[config.mk]
export PLATFORM = sky130hd
export DESIGN_NAME = csv_field_row_tokenizer_unit
export DESIGN_NICKNAME = d
export VERILOG_FILES = /design/src/rtl/csvt_pkg.sv /design/src/rtl/csvt_cfg_regs.sv /design/src/rtl/csvt_parse_core.sv /design/src/rtl/csv_field_row_tokenizer_unit.sv
export VERILOG_INCLUDE_DIRS = /design/src /design/src/rtl
export SDC_FILE = /design/constraint.sdc
export NUM_CORES = 1
export LEC_CHECK = 0
export ABC_AREA = 1
export BUFFER_PORTS_ARGS = -buffer_cell sky130_fd_sc_hd__buf_2
export CELL_PAD_IN_SITES_DETAIL_PLACEMENT = 0
export CELL_PAD_IN_SITES_GLOBAL_PLACEMENT = 1
export CORE_MARGIN = 1.5
export CORE_UTILIZATION = 45
export DETAILED_ROUTE_END_ITERATION = 10
export GPL_ROUTABILITY_DRIVEN = 1
export HOLD_SLACK_MARGIN = 0.03
export PLACE_DENSITY_LB_ADDON = 0.1
export SLEW_MARGIN = 5
export SYNTH_ARGS = -nofsm -noshare
export SYNTH_HDL_FRONTEND = slang
export SYNTH_SLANG_ARGS = --single-unit
[constraint.sdc]
create_clock -name clk_i -period 3.7 [get_ports clk_i]
set_clock_uncertainty 0.1 [all_clocks]
set_input_delay 0.185 -clock clk_i [delete_from_list [all_inputs] [get_ports clk_i]]
set_output_delay 0.185 -clock clk_i [all_outputs]
set_load 0.02 [all_outputs]
[src/rtl/csv_field_row_tokenizer_unit_assert.svh]
// Assertion macros for the CSV tokenizer RTL.
// Expects clk_i and rst_ni in the scope of every use.
`ifndef CSV_FIELD_ROW_TOKENIZER_UNIT_ASSERT_SVH
`define CSV_FIELD_ROW_TOKENIZER_UNIT_ASSERT_SVH
`ifndef SYNTHESIS
`define CSVT_ASSERT(lbl, prop, msg) \
  lbl: assert property (@(posedge clk_i) disable iff (!rst_ni) (prop)) else $error(msg);
`define CSVT_ASSERT_NEXT(lbl, ante, cons, msg) \
  lbl: assert property (@(posedge clk_i) disable iff (!rst_ni) (ante) |=> (cons)) \
    else $error(msg);
`else
`define CSVT_ASSERT(lbl, prop, msg)
`define CSVT_ASSERT_NEXT(lbl, ante, cons, msg)
`endif
`endif

[src/rtl/csvt_pkg.sv]
// Shared types and constants for the CSV field/row tokenizer.
// No dependencies.
package csvt_pkg;

  localparam int unsigned CFG_IDX_W  = 3;
  localparam int unsigned CFG_DATA_W = 64;

  localparam logic [7:0] CH_CR = 8'd13;
  localparam logic [7:0] CH_LF = 8'd10;

  typedef enum logic [1:0] {
    OP_DATA  = 2'd0,
    OP_SKIP  = 2'd1,
    OP_FLUSH = 2'd2
  } csvt_op_e;

  typedef enum logic [CFG_IDX_W-1:0] {
    REG_DELIMITER  = 3'd0,
    REG_QUOTE      = 3'd1,
    REG_SELECT_ALL = 3'd2,
    REG_COL_MASK   = 3'd3,
    REG_BATCH_ROWS = 3'd4
  } csvt_reg_e;

  typedef struct packed {
    logic [1:0] op;
    logic [7:0] data_byte;
  } csvt_in_t;

  typedef struct packed {
    logic        byte_valid;
    logic [7:0]  out_byte;
    logic [15:0] column_index;
    logic        field_end;
    logic        row_end;
    logic        batch_ready;
    logic        open_quote_error;
  } csvt_out_t;

  typedef struct packed {
    logic [7:0]  delimiter_char;
    logic [7:0]  quote_char;
    logic        select_all;
    logic [15:0] batch_rows;
  } csvt_cfg_t;

endpackage

[src/rtl/csvt_cfg_regs.sv]
// Configuration registers of the CSV tokenizer: delimiter, quote, column select, batch size.
// Depends on csvt_pkg.
module csvt_cfg_regs import csvt_pkg::*; #(
  parameter int unsigned MASK_COLUMNS = 64
) (
  input  logic                    clk_i,
  input  logic                    rst_ni,
  input  logic                    cfg_we_i,
  input  logic [CFG_IDX_W-1:0]    cfg_idx_i,
  input  logic [CFG_DATA_W-1:0]   cfg_data_i,
  output csvt_cfg_t               cfg_o,
  output logic [MASK_COLUMNS-1:0] mask_o
);

  csvt_cfg_t               cfg_q;
  logic [MASK_COLUMNS-1:0] mask_q;

  always_ff @(posedge clk_i or negedge rst_ni) begin
    if (!rst_ni) begin
      cfg_q.delimiter_char <= 8'd44;
      cfg_q.quote_char     <= 8'd34;
      cfg_q.select_all     <= 1'b1;
      cfg_q.batch_rows     <= 16'd1024;
      mask_q               <= '1;
    end else if (cfg_we_i) begin
      unique case (csvt_reg_e'(cfg_idx_i))
        REG_DELIMITER:  cfg_q.delimiter_char <= cfg_data_i[7:0];
        REG_QUOTE:      cfg_q.quote_char     <= cfg_data_i[7:0];
        REG_SELECT_ALL: cfg_q.select_all     <= cfg_data_i[0];
        REG_COL_MASK:   mask_q               <= cfg_data_i[MASK_COLUMNS-1:0];
        REG_BATCH_ROWS: cfg_q.batch_rows     <= cfg_data_i[15:0];
        default: ;
      endcase
    end
  end

  assign cfg_o  = cfg_q;
  assign mask_o = mask_q;

endmodule

[src/rtl/csvt_parse_core.sv]
// Parse state machine of the CSV tokenizer: one item per enabled cycle.
// Holds mode, column and row counters; depends on csvt_pkg.
module csvt_parse_core import csvt_pkg::*; #(
  parameter int unsigned MASK_COLUMNS = 64
) (
  input  logic                    clk_i,
  input  logic                    rst_ni,
  input  logic                    step_en_i,
  input  csvt_in_t                item_i,
  input  csvt_cfg_t               cfg_i,
  input  logic [MASK_COLUMNS-1:0] mask_i,
  output csvt_out_t               result_o,
  output logic                    has_result_o
);

  localparam int unsigned MASK_IDX_W = (MASK_COLUMNS > 1) ? $clog2(MASK_COLUMNS) : 1;

  typedef enum logic [1:0] {
    MODE_START  = 2'd0,
    MODE_PLAIN  = 2'd1,
    MODE_QUOTED = 2'd2,
    MODE_AFTER  = 2'd3
  } mode_e;

  mode_e       mode_q, mode_d;
  logic [15:0] col_q, col_d;
  logic [15:0] rows_q, rows_d;
  logic        acr_q, acr_d;
  logic        skip_q, skip_d;
  logic        rhf_q, rhf_d;

  logic [7:0]  b;
  logic        is_q, is_d, is_nl;
  logic        col_sel, emit_ok;
  logic        do_content, do_ef, do_er, do_flush, flush_err;
  logic        row_emit, batch_hit, flush_batch;
  logic [15:0] lim;
  logic [16:0] rows_inc;

  assign b     = item_i.data_byte;
  assign is_q  = (b == cfg_i.quote_char);
  assign is_d  = (b == cfg_i.delimiter_char);
  assign is_nl = (b == CH_CR) || (b == CH_LF);

  assign col_sel = cfg_i.select_all ||
                   ((col_q < 16'(MASK_COLUMNS)) && mask_i[col_q[MASK_IDX_W-1:0]]);
  assign emit_ok = !skip_q && col_sel;

  assign lim      = (cfg_i.batch_rows == 16'd0) ? 16'd1 : cfg_i.batch_rows;
  assign rows_inc = {1'b0, rows_q} + 17'd1;

  always_comb begin
    mode_d      = mode_q;
    col_d       = col_q;
    rows_d      = rows_q;
    acr_d       = acr_q;
    skip_d      = skip_q;
    rhf_d       = rhf_q;
    do_content  = 1'b0;
    do_ef       = 1'b0;
    do_er       = 1'b0;
    do_flush    = 1'b0;
    flush_err   = 1'b0;
    row_emit    = 1'b0;
    batch_hit   = 1'b0;
    flush_batch = 1'b0;

    if (step_en_i) begin
      unique case (csvt_op_e'(item_i.op))
        OP_DATA: begin
          acr_d = 1'b0;
          // drop the LF of a CR LF pair
          if (!(acr_q && b == CH_LF)) begin
            rhf_d = 1'b1;
            unique case (mode_q)
              MODE_START: begin
                if (is_q) begin
                  mode_d = MODE_QUOTED;
                end else if (is_d) begin
                  do_ef = 1'b1;
                end else if (is_nl) begin
                  do_ef = 1'b1;
                  do_er = 1'b1;
                  acr_d = (b == CH_CR);
                end else begin
                  mode_d     = MODE_PLAIN;
                  do_content = 1'b1;
                end
              end
              MODE_PLAIN: begin
                if (is_d) begin
                  do_ef = 1'b1;
                end else if (is_nl) begin
                  do_ef = 1'b1;
                  do_er = 1'b1;
                  acr_d = (b == CH_CR);
                end else begin
                  do_content = 1'b1;
                end
              end
              MODE_QUOTED: begin
                if (is_q) mode_d = MODE_AFTER;
                else      do_content = 1'b1;
              end
              MODE_AFTER: begin
                // doubled quote gives one quote byte
                if (is_q) begin
                  do_content = 1'b1;
                  mode_d     = MODE_QUOTED;
                end else if (is_d) begin
                  do_ef = 1'b1;
                end else if (is_nl) begin
                  do_ef = 1'b1;
                  do_er = 1'b1;
                  acr_d = (b == CH_CR);
                end else begin
                  mode_d     = MODE_PLAIN;
                  do_content = 1'b1;
                end
              end
              default: ;
            endcase
          end
        end
        OP_SKIP: skip_d = 1'b1;
        OP_FLUSH: begin
          if (mode_q == MODE_QUOTED) begin
            flush_err = 1'b1;
          end else begin
            do_flush = 1'b1;
            if (mode_q != MODE_START || rhf_q) begin
              do_ef = 1'b1;
              do_er = 1'b1;
            end
          end
        end
        default: ;
      endcase
    end

    if (do_ef) begin
      col_d  = (col_q != 16'hFFFF) ? col_q + 16'd1 : col_q;
      mode_d = MODE_START;
    end

    if (do_er) begin
      col_d  = 16'd0;
      rhf_d  = 1'b0;
      mode_d = MODE_START;
      if (skip_q) begin
        skip_d = 1'b0;
      end else begin
        row_emit = 1'b1;
        if (rows_inc >= {1'b0, lim}) begin
          batch_hit = 1'b1;
          rows_d    = 16'd0;
        end else begin
          rows_d = rows_inc[15:0];
        end
      end
    end

    if (do_flush) begin
      if (rows_d != 16'd0) begin
        flush_batch = 1'b1;
        rows_d      = 16'd0;
      end
      acr_d  = 1'b0;
      mode_d = MODE_START;
    end
  end

  always_comb begin
    result_o.byte_valid       = do_content && emit_ok;
    result_o.out_byte         = (do_content && emit_ok) ? b : 8'd0;
    result_o.field_end        = do_ef && emit_ok;
    result_o.column_index     = ((do_content || do_ef) && emit_ok) ? col_q : 16'd0;
    result_o.row_end          = row_emit;
    result_o.batch_ready      = batch_hit || flush_batch;
    result_o.open_quote_error = flush_err;
  end

  assign has_result_o = result_o.byte_valid || result_o.field_end || result_o.row_end ||
                        result_o.batch_ready || result_o.open_quote_error;

  always_ff @(posedge clk_i or negedge rst_ni) begin
    if (!rst_ni) begin
      mode_q <= MODE_START;
      col_q  <= 16'd0;
      rows_q <= 16'd0;
      acr_q  <= 1'b0;
      skip_q <= 1'b0;
      rhf_q  <= 1'b0;
    end else begin
      mode_q <= mode_d;
      col_q  <= col_d;
      rows_q <= rows_d;
      acr_q  <= acr_d;
      skip_q <= skip_d;
      rhf_q  <= rhf_d;
    end
  end

endmodule

[src/rtl/csv_field_row_tokenizer_unit.sv]
// CSV field/row tokenizer, one byte or command per clock unless the output stalls. Takes one
// item per cycle while the result register can advance; an item passes the input register,
// the parse update and the result register, and the parse-state update sets the rate. Items that yield no result
// produce no output transfer. Depends on csvt_pkg, csvt_cfg_regs, csvt_parse_core.
`include "csv_field_row_tokenizer_unit_assert.svh"
module csv_field_row_tokenizer_unit import csvt_pkg::*; #(
  parameter int unsigned MASK_COLUMNS = 64
) (
  input  logic                  clk_i,
  input  logic                  rst_ni,
  input  logic                  in_valid_i,
  output logic                  in_stall_o,
  input  csvt_in_t              in_item_i,
  output logic                  out_valid_o,
  input  logic                  out_stall_i,
  output csvt_out_t             out_item_o,
  input  logic                  cfg_we_i,
  input  logic [CFG_IDX_W-1:0]  cfg_idx_i,
  input  logic [CFG_DATA_W-1:0] cfg_data_i
);

  csvt_cfg_t               cfg;
  logic [MASK_COLUMNS-1:0] mask;

  logic      in_valid_q, in_valid_d;
  csvt_in_t  in_item_q;
  logic      out_valid_q, out_valid_d;
  csvt_out_t out_item_q;
  csvt_out_t result;
  logic      has_result;
  logic      out_adv, proc, in_take;

  csvt_cfg_regs #(.MASK_COLUMNS(MASK_COLUMNS)) u_cfg (
    .clk_i      (clk_i),
    .rst_ni     (rst_ni),
    .cfg_we_i   (cfg_we_i),
    .cfg_idx_i  (cfg_idx_i),
    .cfg_data_i (cfg_data_i),
    .cfg_o      (cfg),
    .mask_o     (mask)
  );

  csvt_parse_core #(.MASK_COLUMNS(MASK_COLUMNS)) u_core (
    .clk_i        (clk_i),
    .rst_ni       (rst_ni),
    .step_en_i    (proc),
    .item_i       (in_item_q),
    .cfg_i        (cfg),
    .mask_i       (mask),
    .result_o     (result),
    .has_result_o (has_result)
  );

  // advance the result register when it is empty or its transfer completes
  assign out_adv    = !out_valid_q || !out_stall_i;
  assign proc       = in_valid_q && out_adv;
  assign in_stall_o = in_valid_q && !out_adv;
  assign in_take    = in_valid_i && !in_stall_o;

  assign in_valid_d  = in_take ? 1'b1 : (proc ? 1'b0 : in_valid_q);
  assign out_valid_d = out_adv ? (proc && has_result) : out_valid_q;

  always_ff @(posedge clk_i or negedge rst_ni) begin
    if (!rst_ni) begin
      in_valid_q  <= 1'b0;
      out_valid_q <= 1'b0;
    end else begin
      in_valid_q  <= in_valid_d;
      out_valid_q <= out_valid_d;
    end
  end

  always_ff @(posedge clk_i) begin
    if (in_take) in_item_q <= in_item_i;
    if (out_adv) out_item_q <= result;
  end

  assign out_valid_o = out_valid_q;
  assign out_item_o  = out_item_q;

  `CSVT_ASSERT(a_result_not_empty, !out_valid_q || out_item_q.byte_valid || out_item_q.field_end || out_item_q.row_end || out_item_q.batch_ready || out_item_q.open_quote_error, "empty result transferred")
  `CSVT_ASSERT(a_error_alone, !(out_valid_q && out_item_q.open_quote_error) || !(out_item_q.byte_valid || out_item_q.field_end || out_item_q.row_end || out_item_q.batch_ready), "quote error mixed with other flags")
  `CSVT_ASSERT(a_byte_or_end, !(out_valid_q && out_item_q.byte_valid && out_item_q.field_end), "content byte and field end together")
  `CSVT_ASSERT_NEXT(a_hold_input, in_valid_q && !out_adv, in_valid_q && $stable(in_item_q), "stalled input item lost")
  `CSVT_ASSERT_NEXT(a_hold_result, out_valid_q && out_stall_i, out_valid_q && $stable(out_item_q), "stalled result lost")

endmodule

==> key figures, run 1 <==
STA
  • Final max-slew violation count: 0
  • Final critical-path required period: approximately 3.5 ns
  • Final worst setup slack: about 0.19 ns
  • Fmax: 285 MHz
  • Final number of setup-violating endpoints: 0
  • Slew headroom: roughly 29%
  • Final count of hold timing violations: 0
  • Final worst path period share: 94.9%
  • Slew @ Worst Pin: around 1.1 ns
  • Final hold slack: between 0.05 and 0.06 ns
  • Final TNS setup: 0 ns

Route
  • DRC viols: 0
  • Overall via count from detail_route: 7233
  • Drt wl/cell: 15.2 um
  • Routed WL: about 22 mm
  • Vias per inst: 4.96
  • Remaining antenna violation count: 0
  • Drt pass-1 iters: 5
  • Drt first-iter violations: 488

Outcome
  • Outcome: finished, final reports clean

Flow run
  • Max_cap viols: 0

Placed design
  • Placed inst area: 9890 um2
  • RePlAce Congestion: 0.906
  • Port Buffers: 112
  • Placed Cells incl. Taps: 1346
  • Place WS: 0.0426 ns
  • Dpl hpwl: approximately 15 mm

Synth
  • Synth area leaders: dfstp_2 21%, dfrtp_1 18%, edfxtp_1 13%
  • Number of synthesized flops with an enable pin: 39
  • Synth Cell Area: 9010 um2
  • Share of the yosys chip area belonging to registers: 51.7%
  • Cell variety after synth: 47
  • Asr flop ratio synth: 77.7%
  • Synth top area share: 20.7%
  • Most numerous cell in the Yosys netlist: nand2_1
  • Largest area contributor in the netlist: dfstp_2
  • Seq cells post-synth: 175
  • Primary FF master, synth: dfstp_2
  • Total number of yosys warnings: 0
  • Avg Cell Area, Syn: between 9 and 10 um2
  • Gate count after technology mapping: 984
  • Syn Nets: roughly 1100
  • Most common library cells after synthesis: 193 x nand2_1, 107 x nor2_1, 99 x inv_1, 95 x o21ai_0, 71 x dfstp_2

Worst setup path
  • Setup crit start kind: flip-flop
  • Reg-to-reg slack, setup: 0.19 ns
  • Critical Path AT: 3.71 ns
  • R2R depth: 24
  • Critical path type: flip-flop to flip-flop
  • Kind of cell adding the most delay to the critical path: simple AND/OR/NAND/NOR gates
  • CP max-delay cell: dfrtp_1
  • Reg-to-reg critical path startpoint: u_core.rows_q[0]
  • Buf/Inv on CP: 2
  • Critical Path Most Common Cell: nand2_1
  • Critical path peak fanout: 15
  • Req. time, crit path: 3.90 ns
  • Reg-to-reg critical path endpoint: out_item_o[1]
  • WP depth: 24
  • Crit path capture type: flip-flop
  • CP peak stage delay: ~0.4 ns
  • CP Cell Sequence: ha_2 > nand2_1 > inv_2 > nand2_2 > nor2_4 > inv_2 > nor2_1 > xor2_1 > ha_1 > a21oi_1 > o21ai_0 > nand4_1 > nand3_1 > nor2_2 > nand3_4 > nor2_8 > nand2_1 > nand2_1 > nor2_1 > nand2_1 > nor2_2 > nand2_1 > nand2_2 > nand2_1

Floorplan
  • Die span in x: 145 um
  • Die area: ~21000 um2
  • Initial core utilization: 46.2%
  • Core ar.: between 15000 and 20000 um2
  • # rows: 51
  • Chip Height: 145 um
  • I/O pins: 113

Clock network
  • CTS tree: done
  • Clock Latency Late Sink: 0.44 ns
  • Reg clk slew, reported paths: 0.07 ns
  • H-tree Lvls: 4
  • CTS max path bufs: 2
  • Clock sink count: 175
  • CTS Root Buffer Type: clkbuf_16
  • Num CTS Buffers: 17

Cells and area
  • Final nets: 1287
  • Layout Cells excl Fill: 1459
  • N_diodes: 0
  • Design Area, Final: 11300 um2
  • Layout cells sized above 1: 29.6%
  • Layout area overhead: 25.7%

Worst hold path
  • Worst Hold Path EP: u_cfg.cfg_o[3]
  • WHS Path Cells: 3
  • Hold path start: cfg_data_i[3]
  • Worst Hold Class: input pin to flip-flop

Global routing
  • Grt ovf: 0
  • Vias in the first global route: 6879
  • First-pass GRT wire length: 35.4 mm
  • Largest net degree at the start of global routing: 82
  • Initial antenna violation count: 0
  • Tot GR Track Use: roughly 22%

Power and ir drop
  • P_leak: around 5.4 nW
  • PwrDens: 575 nW/um2
  • Worst VDD drop: 0.333 mV
[metal layers]
layer / up-vias / part of all wire, % / GRT usage [%]
met5: - / 0 / 0
met4: 0 / 1.0 / 5.53
met3: 17 / 3.5 / 4.30
met2: 157 / 47 / 35.7
met1: 3400 / 49 / 31.0
li1: 3659 / - / -
[what timing repair did]
| item | CTS | global route |
|---|---|---|
| setup endpoints to repair | 0 | 2 |
| endpoints found under the hold margin | 127 | 0 |
| hold buffers | 74 | 0 |
| setup buffers | 0 | 7 |
| resized for setup | 0 | 17 |
[worst max path at each step]
stage | start | end | slack [ns]
after floorplan | u_core.rows_q[0] | out_item_o[1] | 0.45
after global placement | u_core.rows_q[0] | out_item_o[1] | 0.18
after detailed placement | u_core.rows_q[0] | out_item_o[1] | 0.04
after CTS | u_core.rows_q[0] | out_item_o[1] | 0.04
after global routing | u_core.rows_q[0] | out_item_o[1] | -0.04
final | u_core.rows_q[0] | out_item_o[1] | 0.19
[area by class of cell]
type	instances	area [um2]
well taps	265	332
inverters	113	424
clock buffers	18	439
repair buffers	207	1460
fillers	1793	8200
flip-flops and latches	175	4660
multi-input cells	667	3880
clock inverters	14	135
[power by group]
part	leakage (nW)	internal, mW	switching, mW
Sequential	2.02	2.52	0.277
Clock	0.283	0.914	0.837
Combinational	3.07	0.730	1.23
Total	5.38	4.16	2.35
[worst min-delay path, cell delays in order]
cell,delay [ns]
buf_2,0.08
inv_1,0.10
o21ai_0,0.17
[state kept, by name, summed over array words and instances (netlist names)]
name	count
in_item_q	10
in_valid_q	1
out_item_o	29
out_valid_o	1
u_cfg.cfg_o	33
u_cfg.mask_o	64
u_core.acr_q	1
u_core.col_q	16
u_core.mode_q	2
u_core.rhf_q	1
u_core.rows_q	16
u_core.skip_q	1
[cell families after synthesis]
logic type	Yosys count	share of synthesized area (%)
buffers and inverters	142	6.18
AOI/OAI and AO/OA	171	10.4
xor gates and xnor gates	20	1.94
DFF	175	51.7
adders and majority gates	24	3.33
and+or+nand+nor	405	20.5
muxes	47	5.87
[per-stage QoR]
step | utilization, % | total power [mW]
global route | 58.0 | 6.96
floorplan | - | 4.07
finish | 58.0 | 6.51
global placement | 50.7 | 4.70
CTS | 57.4 | 6.55
detailed placement | 50.7 | 4.71
[placed cells by master (no fill, tap or decap), drive strengths merged, types with 2 or more instances in the layout]
cell type / count
o22ai: 9
o221ai: 5
o211ai: 4
o21ai: 100
inv: 122
dlygate4sd3: 74
clkbuf: 18
ha: 24
buf: 133
o31ai: 3
edfxtp: 39
nor3: 17
xnor2: 9
nand4: 16
mux2: 47
nor2: 114
xor2: 11
nand3b: 2
a31oi: 2
nand3: 33
a21oi: 44
dfrtp: 65
nor4: 9
nand2: 212
clkinv: 4
dfstp: 71
Note: power is estimated with default switching activity, not from simulation.
==> run 2: changes to the inputs <==
--- a/config.mk
+++ b/config.mk
@@ -15,6 +15,7 @@
 export DETAILED_ROUTE_END_ITERATION = 10
 export GPL_ROUTABILITY_DRIVEN = 1
 export HOLD_SLACK_MARGIN = 0.03
+export MAX_ROUTING_LAYER = met4
 export PLACE_DENSITY_LB_ADDON = 0.1
 export SLEW_MARGIN = 5
 export SYNTH_ARGS = -nofsm -noshare
==> run 2 against run 1 <==
Against the previous run:
- final cell count is the same
- cell area unchanged
- count of clock-buffer cells in the layout stayed put
- utilization did not move
- die area unchanged
- via count rose by 0.71%
- fmax down 0.13%
- largest cell class unchanged
- highest routed layer unchanged
- non-clock buffer count unchanged
- wire length barely moved
- combinational power about the same
==> key figures, run 2 (synthesized netlist as in run 1, its figures left out) <==
Outcome
  • Outcome: finished, final reports clean

Placed design
  • Port Buffers: between 100 and 150
  • Placed inst area: 9890 um2
  • Dpl hpwl: 15.4 mm
  • RePlAce Congestion: 0.922

Route
  • Drt wl/cell: 15.2 um
  • Overall via count from detail_route: 7284
  • Drt pass-1 iters: 5
  • Routed WL: between 20 and 25 mm
  • Drt first-iter violations: 467
  • Vias per inst: 4.99
  • DRC viols: 0
  • Remaining antenna violation count: 0

Cells and area
  • Most common cell after layout, fill and taps aside: nand2_1
  • Commonest cells after routing, fill and taps aside: 188 x nand2_1, 111 x buf_2, 103 x nor2_1
  • Design Area, Final: 11300 um2
  • Core Util, Final: 58.0%
  • Layout area overhead: 25.7%
  • Layout cells sized above 1: slightly below 30%
  • Final nets: 1287
  • N_diodes: 0
  • Fillers: 1793
  • Max reg flops: 64

STA
  • Final count of hold timing violations: 0
  • Final worst path period share: between 90% and 100%
  • Final max-slew violation count: 0
  • Slew @ Worst Pin: 1.07 ns
  • Fmax: around 280 MHz
  • Final critical-path required period: 3.52 ns
  • Final number of setup-violating endpoints: 0
  • Slew headroom: 28.4%

Floorplan
  • Initial core utilization: 46.2%
  • Core ar.: 19500 um2
  • I/O pins: about 110
  • Chip Height: 145 um
  • # rows: 51
  • Die span in x: 145 um
  • Die area: between 20000 and 25000 um2

Clock network
  • CTS tree: done
  • H-tree Lvls: 4
  • Clock Latency Late Sink: ~0.44 ns
  • CTS max path bufs: 2
  • Num CTS Buffers: 17
  • Clock sink count: 175
  • CTS Root Buffer Type: clkbuf_16
  • Reg clk slew, reported paths: 0.07 ns

Worst hold path
  • Worst Hold Class: input pin to flip-flop

Worst setup path
  • Critical path type: flip-flop to flip-flop
  • CP Cell Sequence: ha_2 > nand2_1 > inv_2 > nand2_2 > nor2_4 > inv_2 > nor2_1 > xor2_1 > ha_1 > a21oi_1 > o21ai_0 > nand4_1 > nand3_1 > nor2_2 > nand3_4 > nor2_8 > nand2_1 > nand2_1 > nor2_1 > nand2_1 > nor2_2 > nand2_1 > nand2_2 > nand2_1
  • Critical Path Most Common Cell: nand2_1
  • CP max-delay cell: dfrtp_1
  • Setup crit start kind: flip-flop
  • CP peak stage delay: 0.40 ns
  • Crit path capture type: flip-flop
  • Critical path peak fanout: 15
  • Req. time, crit path: slightly below 4 ns
  • Critical Path AT: 3.72 ns

Power and ir drop
  • Worst VDD drop: 0.334 mV
  • PwrDens: 575 nW/um2
  • P_leak: 5.38 nW

Global routing
  • Grt ovf: 0
  • Largest net degree at the start of global routing: 82
  • Tot GR Track Use: 22.9%
  • Vias in the first global route: 6871
  • Initial antenna violation count: 0
  • First-pass GRT wire length: approximately 35 mm

Flow run
  • Max_cap viols: 0
## run 2: final cells by class
class	count	area, um2	area share (%)
Tap cell	265	332	2.93
Sequential cell	175	4660	41.2
Clock buffer	18	439	3.88
Timing Repair Buffer	207	1460	12.9
Clock inverter	14	135	1.19
Multi-Input combinational cell	667	3880	34.2
Inverter	113	424	3.74
## run 2: worst max-delay path, delay by kind of cell (launching register included)
family / cells / cell delay [ns]
AOI/OAI and AO/OA: 2 / 0.24
xor gates and xnor gates: 1 / 0.34
adders and majority gates: 2 / 0.53
buffers and inverters: 2 / 0.14
DFF: 1 / 0.40
and+or+nand+nor: 17 / 1.65
## run 2: metrics by stage
stage                     hold slack [ns]  setup WS (ns)  total power, mW  TNS (ns)  std cells
final                              0.0495          0.183             6.52         0       1459
after floorplan                    -0.211          0.448             4.07         0        984
after global placement              0.262          0.178             4.70         0       1346
after global routing               0.0554        -0.0373             6.95   -0.0373       1459
after detailed placement            0.263         0.0426             4.71         0       1346
after CTS                          0.0336         0.0354             6.55         0       1452
## run 2: final timing paths
kind | start | cells after the start | slack [ns] | endpoint
setup / recovery | u_core.rows_q[0] | 24 | 0.18 | out_item_o[1]
max in group asynchronous | rst_ni | 3 | 2.23 | u_cfg.mask_o[2]
hold / removal | cfg_data_i[3] | 3 | 0.05 | u_cfg.cfg_o[3]
hold reg to reg | u_cfg.mask_o[9] | 2 | 0.39 | u_cfg.mask_o[9]
min in group asynchronous | rst_ni | 2 | 0.32 | u_cfg.cfg_o[29]
setup reg to reg | u_core.rows_q[0] | 24 | 0.18 | out_item_o[1]
## run 2: where the power goes
part           leakage, nW  switching (mW)  internal, mW
logic                 3.07            1.23         0.730
registers             2.02           0.275          2.52
clock network        0.283           0.841         0.914
total                 5.38            2.35          4.16
## run 2: routing by layer
layer	GRT usage [%]	wire, um	up-vias	share of wire, %
li1	-	-	3665	-
met1	31.1	10800	3432	49
met2	35.6	10300	167	47
met3	4.04	838	20	3.8
met4	5.69	243	0	1.1
met5	-	0	-	0
## run 2: what timing repair did
item,4_1_cts,5_1_grt
setup buffers,0,7
endpoints found under the setup margin,0,2
hold buffers,74,0
hold endpoints to repair,127,0
resized for setup,0,17
==> run 3: changes to the inputs <==
--- a/config.mk
+++ b/config.mk
@@ -6,14 +6,12 @@
 export SDC_FILE = /design/constraint.sdc
 export NUM_CORES = 1
 export LEC_CHECK = 0
-export ABC_AREA = 1
 export BUFFER_PORTS_ARGS = -buffer_cell sky130_fd_sc_hd__buf_2
 export CELL_PAD_IN_SITES_DETAIL_PLACEMENT = 0
 export CELL_PAD_IN_SITES_GLOBAL_PLACEMENT = 1
 export CORE_MARGIN = 1.5
-export CORE_UTILIZATION = 45
+export CORE_UTILIZATION = 47
 export DETAILED_ROUTE_END_ITERATION = 10
-export GPL_ROUTABILITY_DRIVEN = 1
 export HOLD_SLACK_MARGIN = 0.03
 export MAX_ROUTING_LAYER = met4
 export PLACE_DENSITY_LB_ADDON = 0.1
==> run 3 against run 2 <==
Against the previous run:
- the run now ends with setup timing left
- final cell count fell by 11%
- fmax fell by 5.4%
- critical endpoint is now out_valid_o
- register-to-register slack got worse by 0.20 ns
- combinational power fell by 9%
- via count fell by 2.4%
- area after synthesis rose by 1.0%
- worst setup slack got worse by 0.20 ns
- hold slack improved by 0.047 ns
- cell area rose by 4.7%
- count of clock-buffer cells in the layout did not move
==> key figures, run 3 <==
Clock network
  • H-tree Lvls: 4
  • Clock sink count: roughly 180
  • Reg clk slew, reported paths: 0.08 ns
  • CTS max path bufs: 2
  • Clock Latency Late Sink: 0.43 ns
  • CTS tree: done
  • CTS Root Buffer Type: clkbuf_16
  • Num CTS Buffers: 17

STA
  • Final count of hold timing violations: 0
  • Final max-slew violation count: 0
  • Final critical-path required period: 3.72 ns
  • RSZ-0062 raised after global routing: true
  • Final number of setup-violating endpoints: 1
  • Final worst path period share: 101%
  • Final TNS setup: -0.0192 ns
  • Fmax: 269 MHz
  • Final worst setup slack: -0.0192 ns
  • Final hold slack: 0.0967 ns
  • Slew @ Worst Pin: around 0.86 ns
  • Slew headroom: 42.9%

Synth
  • Largest area contributor in the netlist: dfstp_2
  • Synth Cell Area: 9110 um2
  • Asr flop ratio synth: between 70% and 80%
  • Most numerous cell in the Yosys netlist: mux2_2
  • Avg Cell Area, Syn: 11.6 um2
  • Synth area leaders: dfstp_2 20%, dfrtp_1 18%, edfxtp_1 13%
  • Share of the yosys chip area belonging to registers: 51.2%
  • Cell variety after synth: 73
  • Most common library cells after synthesis: 82 x mux2_2, 71 x dfstp_2, 65 x dfrtp_1, 53 x nand2_1, 40 x nor2_1
  • Gate count after technology mapping: 785
  • Syn Nets: 891
  • Seq cells post-synth: 175
  • Synth top area share: 20.5%
  • Number of synthesized flops with an enable pin: 39
  • Total number of yosys warnings: 0
  • Primary FF master, synth: dfstp_2

Floorplan
  • Initial core utilization: between 40% and 50%
  • Core ar.: roughly 19000 um2
  • I/O pins: approximately 110
  • # rows: 50
  • Die area: approximately 20000 um2
  • Die span in x: 142 um
  • Chip Height: 142 um

Cells and area
  • Design Area, Final: 11900 um2
  • Commonest cells after routing, fill and taps aside: 111 x buf_2, 82 x mux2_2, 78 x dlygate4sd3_1
  • Most common cell after layout, fill and taps aside: buf_2
  • Fillers: 1533
  • Layout cells sized above 1: between 30% and 40%
  • Max reg flops: 64
  • Layout area overhead: 30.3%
  • Final nets: 1129

Worst setup path
  • Critical path type: flip-flop to flip-flop
  • Setup crit start kind: flip-flop
  • Critical Path AT: approximately 4 ns
  • R2R depth: 15
  • Req. time, crit path: 3.91 ns
  • Reg-to-reg slack, setup: -0.02 ns
  • Critical path peak fanout: 5
  • Crit path capture type: flip-flop
  • Reg-to-reg critical path startpoint: u_core.rows_q[1]
  • Reg-to-reg critical path endpoint: out_valid_o

Route
  • Overall via count from detail_route: 7111
  • Routed WL: 24.3 mm
  • Drt first-iter violations: 458
  • Drt pass-1 iters: 5
  • Remaining antenna violation count: 0
  • DRC viols: 0
  • Drt wl/cell: 18.7 um
  • Vias per inst: ~5.5

Global routing
  • First-pass GRT wire length: 38.7 mm
  • Vias in the first global route: 7419
  • Initial antenna violation count: 0
  • Tot GR Track Use: 25.5%
  • Grt ovf: 0
  • Largest net degree at the start of global routing: 137

Placed design
  • RePlAce Congestion: ~0.95
  • Placed inst area: between 10000 and 15000 um2
  • Port Buffers: 112
  • Dpl hpwl: between 15 and 20 mm

Power and ir drop
  • P_leak: 5.16 nW
  • PwrDens: 534 nW/um2
  • Worst VDD drop: 0.338 mV

Outcome
  • Failing checks: setup timing
  • Outcome: finished with violations

Worst hold path
  • Worst Hold Path EP: u_cfg.cfg_o[16]
  • Worst Hold Class: input pin to flip-flop
  • WHS Path Cells: 3
  • Hold path start: cfg_idx_i[1]

Flow run
  • Max_cap viols: 0
-- run 3: cell types whose count changed in the layout (fill, tap and decap cells not counted), moves of 13 or more --
| cell | delta |
|---|---|
| inv_1 | -70 |
| buf_4 | +46 |
| inv_2 | -13 |
| nand2_2 | -18 |
| a21oi_1 | -23 |
| mux2_2 | +35 |
| nor2_1 | -64 |
| and2_1 | +29 |
| o21ai_0 | -60 |
| mux2i_1 | +13 |
| nand2_1 | -136 |
-- run 3: critical path: stages (launching register included) --
cell and delay [ns]:
dfrtp_1 0.40, nand2_1 0.09, or4_4 0.61, nor2_4 0.14, xor2_2 0.09, ha_1 0.33
nand3_2 0.13, nor3_4 0.24, buf_4 0.14, a2bb2oi_2 0.05, nand3_2 0.13, o211ai_1 0.15
a21oi_2 0.23, a31oi_4 0.13, buf_6 0.16, or4b_1 0.45
-- run 3: repair_timing --
action,4_1_cts,5_1_grt
setup endpoints to repair,9,14
hold endpoints to repair,174,0
hold buffers,78,0
gates resized for setup,4,21
cloned,0,1
pin swaps,1,15
buffers inserted,2,7
-- run 3: cell type report --
type                       count  area (um2)  area share, %
sequential                   175        4660           39.3
multi-input combinational    540        4280           36.1
timing repair buffer         260        1900           16.0
clock buffer                  18         439           3.70
tap                          260         325           2.74
clock inverter                14         149           1.25
inverter                      29         109          0.917
antenna                        1        2.50         0.0211
-- run 3: kinds of logic after synthesis --
| logic type | synth area share (%) |
|---|---|
| AO/OA/AOI/OAI | 9.62 |
| XOR/XNOR | 3.75 |
| adder cells (fa/ha/maj) | 3.30 |
| buffers and inverters | 3.15 |
| flip-flops | 51.2 |
| multiplexers | 14.4 |
| AND/OR/NAND/NOR | 14.6 |
-- run 3: through the flow --
step	total power [mW]	utilization (%)	worst slack (ns)	cells
after floorplan	3.80	-	0.0227	785
after global placement	4.32	54.7	-0.0817	1176
after detailed placement	4.38	54.7	-0.227	1176
after CTS	6.28	62.1	0.0641	1288
after global routing	6.65	63.0	-0.153	1296
final	6.34	63.0	-0.0192	1297
-- run 3: metal layers --
metal | wire length, um | share of wire (%) | global-route usage, %
met4 | 461 | 1.9 | 8.79
met5 | 0 | 0 | -
met1 | 11000 | 45 | 34.1
met3 | 1250 | 5.1 | 3.73
met2 | 11600 | 48 | 40.0
-- run 3: report_power, final --
group	internal, mW	leakage, nW	switching, mW
combinational	0.872	2.84	0.924
sequential	2.47	2.03	0.261
clock	0.973	0.291	0.841
-- run 3: worst max-delay path by stage --
| stage | startpoint | end | slack [ns] | cells past startpoint |
|---|---|---|---|---|
| finish | u_core.rows_q[1] | out_valid_o | -0.02 | 15 |
| global route | u_core.rows_q[0] | out_valid_o | -0.15 | 16 |
| CTS | u_core.rows_q[8] | out_valid_o | 0.06 | 15 |
| detailed placement | u_core.rows_q[0] | out_valid_o | -0.23 | 14 |
| global placement | u_core.rows_q[0] | out_valid_o | -0.08 | 14 |
| floorplan | u_core.rows_q[0] | u_core.rows_q[0] | 0.02 | 15 |
